`src/rtl/bewm_pkg.sv`:
```
// Package: constants, opcodes and types of the bit event word merger
package bewm_pkg;
	localparam int LINES_DEF = 32;
	localparam int EVENTS_DEF = 256;
	localparam int OP_W = 2;
	localparam int LINE_W = 5;
	localparam int TIME_W = 32;
	localparam int WORD_W = 32;

	typedef enum logic [OP_W-1:0] {
		OP_LOAD  = 2'd0,
		OP_REQ   = 2'd1,
		OP_CLEAR = 2'd2,
		OP_NONE  = 2'd3
	} op_t;

	typedef struct packed {
		op_t               op;
		logic [LINE_W-1:0] line;
		logic [TIME_W-1:0] event_time;
	} cmd_t;

	typedef enum logic [2:0] {
		ST_IDLE,
		ST_RD,
		ST_CMP,
		ST_UPD,
		ST_OUT,
		ST_CLR
	} st_t;
endpackage

```
`src/rtl/bewm_front.sv`:
```
// Front end: accept items, drop unused opcodes, queue commands for the back end
module bewm_front import bewm_pkg::*; #(
	parameter int DEPTH = 2
) (
	input  logic clk,
	input  logic arst_n,
	input  logic in_valid,
	output logic in_ready,
	input  cmd_t in_cmd,
	output logic q_valid,
	input  logic q_ready,
	output cmd_t q_cmd
);
	localparam int AW = (DEPTH > 1) ? $clog2(DEPTH) : 1;
	cmd_t buf_q [DEPTH];
	logic [AW-1:0] wp_q, rp_q;
	logic [AW:0] cnt_q;
	logic push, pop;

	assign in_ready = (cnt_q != (AW+1)'(DEPTH));
	assign push = in_valid && in_ready && (in_cmd.op != OP_NONE);
	assign q_valid = (cnt_q != '0);
	assign pop = q_valid && q_ready;
	assign q_cmd = buf_q[rp_q];

	always_ff @(posedge clk) begin
		if (push) begin
			buf_q[wp_q] <= in_cmd;
		end
	end

	always_ff @(posedge clk or negedge arst_n) begin
		if (!arst_n) begin
			wp_q <= '0;
			rp_q <= '0;
			cnt_q <= '0;
		end else begin
			if (push) begin
				wp_q <= (wp_q == AW'(DEPTH-1)) ? '0 : wp_q + 1'b1;
			end
			if (pop) begin
				rp_q <= (rp_q == AW'(DEPTH-1)) ? '0 : rp_q + 1'b1;
			end
			cnt_q <= cnt_q + (AW+1)'(push) - (AW+1)'(pop);
		end
	end
endmodule

```
`config.mk`:
```
export PLATFORM = sky130hd
export DESIGN_NAME = bewm_front
export DESIGN_NICKNAME = d
export VERILOG_FILES = /design/src/rtl/bewm_pkg.sv /design/src/rtl/bewm_front.sv
export SDC_FILE = /design/constraint.sdc
export NUM_CORES = 1
export LEC_CHECK = 0
export ABC_AREA = 1
export BUFFER_PORTS_ARGS = -buffer_cell sky130_fd_sc_hd__buf_2
export CAP_MARGIN = 10
export CORE_MARGIN = 4
export CORE_UTILIZATION = 39
export CTS_CLUSTER_DIAMETER = 100
export DETAILED_ROUTE_END_ITERATION = 6
export SLEW_MARGIN = 20
export SYNTH_ARGS = -nofsm -noshare
export SYNTH_HDL_FRONTEND = slang
export SYNTH_SLANG_ARGS = --single-unit
```
`constraint.sdc`:
```
create_clock -name clk -period 3.5 [get_ports clk]
set_input_delay 1.05 -clock clk [delete_from_list [all_inputs] [get_ports clk]]
set_output_delay 1.05 -clock clk [all_outputs]
set_load 0.01 [all_outputs]
```
Word level (Yosys, flattened, before mapping)

Memories as Yosys holds them, arrays and structs flattened.
Cells that the tools add are included.

Reduce and logical (&&, ||, !) cells: 4
Muxes and demuxes: 4
Bitwise operators: 0
Divide/modulo/power cells: 0
Shifts and indexed selects: 0
Equality and inequality tests: 2
Add/subtract/negate cells: 4
Multiply operators: 0
Order comparisons: 0

Operator list:

| kind                                 | count |
|---|---|
| 2-to-1 mux 1 bit                     | 4 |
| != test 2 bit, second input constant | 2 |
| logical AND 1 bit                    | 3 |
| adder 1 bit, second input constant   | 2 |
| adder 2 x 1 -> 2 bit                 | 1 |
| nonzero test 2 bit                   | 1 |
| subtractor 2 x 1 -> 2 bit            | 1 |

Memories: 1
Flip-flop bits (word level): 4
Bits of input ports: 43
Output and inout bits: 41
Word-level logic and storage cells: 18
RAM bits: 78
Latch bits: 0
ROM bits: 0

Memory list:

| name  | words | bits a word | read ports | clocked after memory_dff | write ports | RTL line         | source |
|---|---|---|---|---|---|---|---|
| buf_q | 2     | 39          | 1          | 0                        | 1           | bewm_front.sv:15 | `cmd_t buf_q [DEPTH];` |

Depth between registers and ports, before layout

Word-level depth: 5
Depth in mapped cells: 12
Mapped depth without buffers: 12

Least setup slack after synthesis

Ideal clock, no wire load.

Path type: input port to flip-flop
Start: in in_cmd[37] in the netlist's numbering
End: mem buf_q[1][0] in the netlist's numbering (enable)
Setup time: 0.437 ns
Data required time: 3.063 ns
Buffers on the path: 0
Path slack: 0.130 ns
Arrival: 2.933 ns
Stages on the path: 3
Cells stage by stage: nand2_1 > nand3_2 > nor2_1

Longest elaborated chain between the ends: 4

RTL lines:

| element                                | RTL line         | source |
|---|---|---|
| start, declared                        | bewm_front.sv:9  | `input cmd_t in_cmd,` |
| != test 2 bit                          | bewm_front.sv:21 | `assign push = in_valid && in_ready && (in_cmd.op != OP_NONE);` |
| logical AND 1 bit                      | bewm_front.sv:21 |  |
| 2-to-1 mux 1 bit                       | bewm_front.sv:27 | `if (push) begin` |
| 2-to-1 mux 1 bit (not written as such) | bewm_front.sv:28 | `buf_q[wp_q] <= in_cmd;` |
| end, declared                          | bewm_front.sv:15 |  |

No other way between the ends.

==> reports/metrics.yaml <==
yosys:
  synth_instances: 237
  synth_common_cells: "126 x sky130_fd_sc_hd__nand2_1, 78 x sky130_fd_sc_hd__edfxtp_1, 8 x sky130_fd_sc_hd__inv_1, 6 x sky130_fd_sc_hd__buf_2, 5 x sky130_fd_sc_hd__nor2_1"
  yosysSeqAreaShare: 0.795
  synth.net_count: 281
  synth.largest_area_cell: "sky130_fd_sc_hd__edfxtp_1"
  netlist_area_um2: 3070
  synth_top_area_share: 0.763
  synth-edff-count: 78
  mean_syn_cell_area_um2: 13.0
  yosysUniqueCellTypes: 16
  synth.yosys.warnings: 0
  synth_async_sr_flop_share: 0.0488
  ys_ff_latch: 82
  yosysMostFrequentCell: "sky130_fd_sc_hd__nand2_1"
  yosys-top-cells-area: "sky130_fd_sc_hd__edfxtp_1 76%, sky130_fd_sc_hd__nand2_1 15%, sky130_fd_sc_hd__dfrtp_1 3.3%"
  synth_top_flop_cell: "sky130_fd_sc_hd__edfxtp_1"
power_and_ir_drop:
  p_leak_nw: 1.66
  power_switching_share: 0.340
  p_switching_w: 0.000998
  clock_power_share: 0.210
  pwr_density_cell_nw_per_um2: 772
  p_comb_frac: 0.334
  seqPwrFrac: 0.456
  cellInternalPower_w: 0.00194
  max-vdd-ir-drop_mv: 0.320
place:
  dp.final_hpwl_mm: 3.80
  finalWeightedCongestion: 0.814
  io_buffers: 83
  dpl-instance-area_um2: 3630
critical_path:
  cp-start-kind: "flop"
  reg2reg_setup_slack_ps: 1820
  worst_r2r_path_depth: 5
  critPathRequiredTime_ps: 2450
  critical_path.slowest_cell: "sky130_fd_sc_hd__inv_2"
  critical_path_at_ps: 1610
  worstSetupEndpointType: "output pin"
  regToRegEndpoint: "buf_q[0][38]"
  startpoint: "rp_q"
  crit_path_frequent_cell: "sky130_fd_sc_hd__nand2_1"
  crit_fanout: 40
  path_cells: "inv_2, nand2_1, nand2_1, buf_2"
  timing.rr.start: "cnt_q[0]"
  cp_slowest_stage_delay_ps: 520
  path_class: "flop to output pin"
detailed_routing:
  route.detailed.vias_per_inst: 4.48
  wl_met3_um: 395
  drcViolationCount: 0
  met2_wirelength_mm: 2.78
  drt.antenna.violating_nets: 0
  drt-wirelength-per-cell_um: 13.3
  wl_met1_mm: 2.44
  drt_iter0_markers: 122
  vias: 1934
  route.top_layer_used: "met5"
  firstDrtPassIters: 4
  wirelength_mm: 5.75
floorplanning:
  floorplan.die.width_um: 96.7
  die-height_um: 96.7
  ioPinCount: 84
  number_of_placement_rows: 32
  design.die.area_um2: 9360
  floorplan.core_area_um2: 7690
  floorplan.initialDensity: 0.399
cts:
  cts_resized: 0
  cts-root-to-sink-buffers: 2
  clk_pin_slew_ps: 70
  ctsHtreeMaxLevel: 3
  ctsHoldBuffers: 0
  post-cts-setup-buffers: 0
  cts_root_buf: "sky130_fd_sc_hd__clkbuf_8"
  tritoncts.num_buffers: 9
  tritoncts: "built"
  clock_latency_ps: 340
  cts.sinks: 82
worst_hold_path:
  hold_class: "input pin to async pin"
timing:
  finalMaxSlewViolations: 0
  rsz0062_at_grt: "false"
  maxClockFrequency_mhz: 376
  maxSlewHeadroom: 0.532
  worst_pin_slew_ps: 701
  tns_ps: 0
  final-hold-violation-count: 0
  fraction_of_the_cycle_the_final_worst_path_needs: 0.760
  final_critical_period_ps: 2660
  fin_worst_skew_ps: 8.79
  finalSetupViolCount: 0
grt:
  number_of_antenna_violations_at_the_first_check_in_global_routing: 1
  wire_length_of_the_first_global_routing_pass_mm: 9.19
  global_route.usage.total: 0.128
  grt_max_degree: 41
  grt.overflow.total: 0
  first_global_vias: 1858
cells_and_area:
  post-route-cell-area_um2: 3800
  final_layout_size_suffix_gt1_frac: 0.309
  nNetsFinal: 370
  area_growth_pct: 23.8
  insertedDiodeCount: 0
run:
  cap_viol_max_count: 0
run_status:
  run_status: "finished, final reports clean"
## critical path: cells and delay by family (launching register included)
family	cells	cell delay, ps
buffers and inverters	2	640
flip-flops	1	390
AND/OR/NAND/NOR	2	240
## sequential cells by signal (all words and copies together) (netlist names)
signal	cells
buf_q	78
wp_q	1
cnt_q	2
rp_q	1
## how the worst max path moves through the flow
| stage | endpoint | slack (ps) | depth (start not counted) |
|---|---|---|---|
| after floorplan | buf_q[1][0] | 130 | 3 |
| after global placement | buf_q[0][35] | 1100 | 5 |
| after detailed placement | buf_q[0][13] | 1050 | 5 |
| after CTS | q_cmd[6] | 790 | 4 |
| after global routing | q_cmd[12] | 630 | 4 |
| final | q_cmd[6] | 840 | 4 |
## routing by layer
metal / up-vias / global-route usage
met4: 2 / 0.0626
met2: 63 / 0.209
li1: 965 / -
met3: 13 / 0.0440
met1: 891 / 0.151
met5: - / 0
## power groups by stage
stage / combinational, W / clock [W] / sequential, W
6_report: 0.000981 / 0.000618 / 0.00134
5_1_grt: 0.00112 / 0.000679 / 0.00135
4_1_cts: 0.00101 / 0.000638 / 0.00134
3_5_place_dp: 0.00101 / 0 / 0.00136
3_3_place_gp: 0.00100 / 0 / 0.00136
2_1_floorplan: 0.000604 / 0 / 0.00136
## final cells by class
type	count	area, um^2
fillers	711	3890
inverters	9	33.8
multi-input cells	138	561
clock buffers	10	128
well taps	102	128
clock inverters	5	46.3
repair buffers	86	463
flip-flops and latches	82	2440
## layout by cell type, fill, tap and decap left out
master | netlist | final
sky130_fd_sc_hd__nand2_1 | 126 | 126
sky130_fd_sc_hd__buf_2 | 6 | 83
sky130_fd_sc_hd__edfxtp_1 | 78 | 78
sky130_fd_sc_hd__clkbuf_8 | 0 | 9
sky130_fd_sc_hd__inv_1 | 8 | 8
sky130_fd_sc_hd__dfrtp_1 | 4 | 4
sky130_fd_sc_hd__nor2_1 | 5 | 3
sky130_fd_sc_hd__clkinv_1 | 0 | 3
sky130_fd_sc_hd__nor2_4 | 0 | 2
sky130_fd_sc_hd__buf_12 | 0 | 2
sky130_fd_sc_hd__inv_2 | 1 | 1
sky130_fd_sc_hd__o21ai_1 | 1 | 1
sky130_fd_sc_hd__nand2_2 | 1 | 1
sky130_fd_sc_hd__nand4_1 | 1 | 1
sky130_fd_sc_hd__nand3_2 | 1 | 1
sky130_fd_sc_hd__nand3_1 | 1 | 1
sky130_fd_sc_hd__xor2_1 | 1 | 1
sky130_fd_sc_hd__ha_1 | 1 | 1
sky130_fd_sc_hd__clkbuf_1 | 0 | 1
sky130_fd_sc_hd__bufinv_16 | 0 | 1
sky130_fd_sc_hd__clkinv_2 | 0 | 1
sky130_fd_sc_hd__buf_4 | 1 | 1
## logic make-up (layout without fill, tap and decap cells)
group           after synthesis  in the layout  share of synthesized area
fa+ha+maj                     1              1                    0.00407
compound gates                1              1                    0.00163
xor+xnor                      1              1                    0.00285
buf+inv                      17            110                     0.0269
simple gates                135            135                      0.169
flops                        82             82                      0.795
## per-stage QoR
step | hold WS [ps] | utilization | setup slack (ps) | power (W) | cells
after floorplan | 524 | - | 130 | 0.00196 | 237
after detailed placement | 553 | 0.472 | 1050 | 0.00237 | 417
after global routing | 496 | 0.494 | 631 | 0.00315 | 432
after CTS | 503 | 0.494 | 790 | 0.00299 | 432
after global placement | 546 | 0.472 | 1100 | 0.00236 | 417
final | 518 | 0.494 | 838 | 0.00294 | 432
No activity file was read; power rests on OpenSTA's default activity.
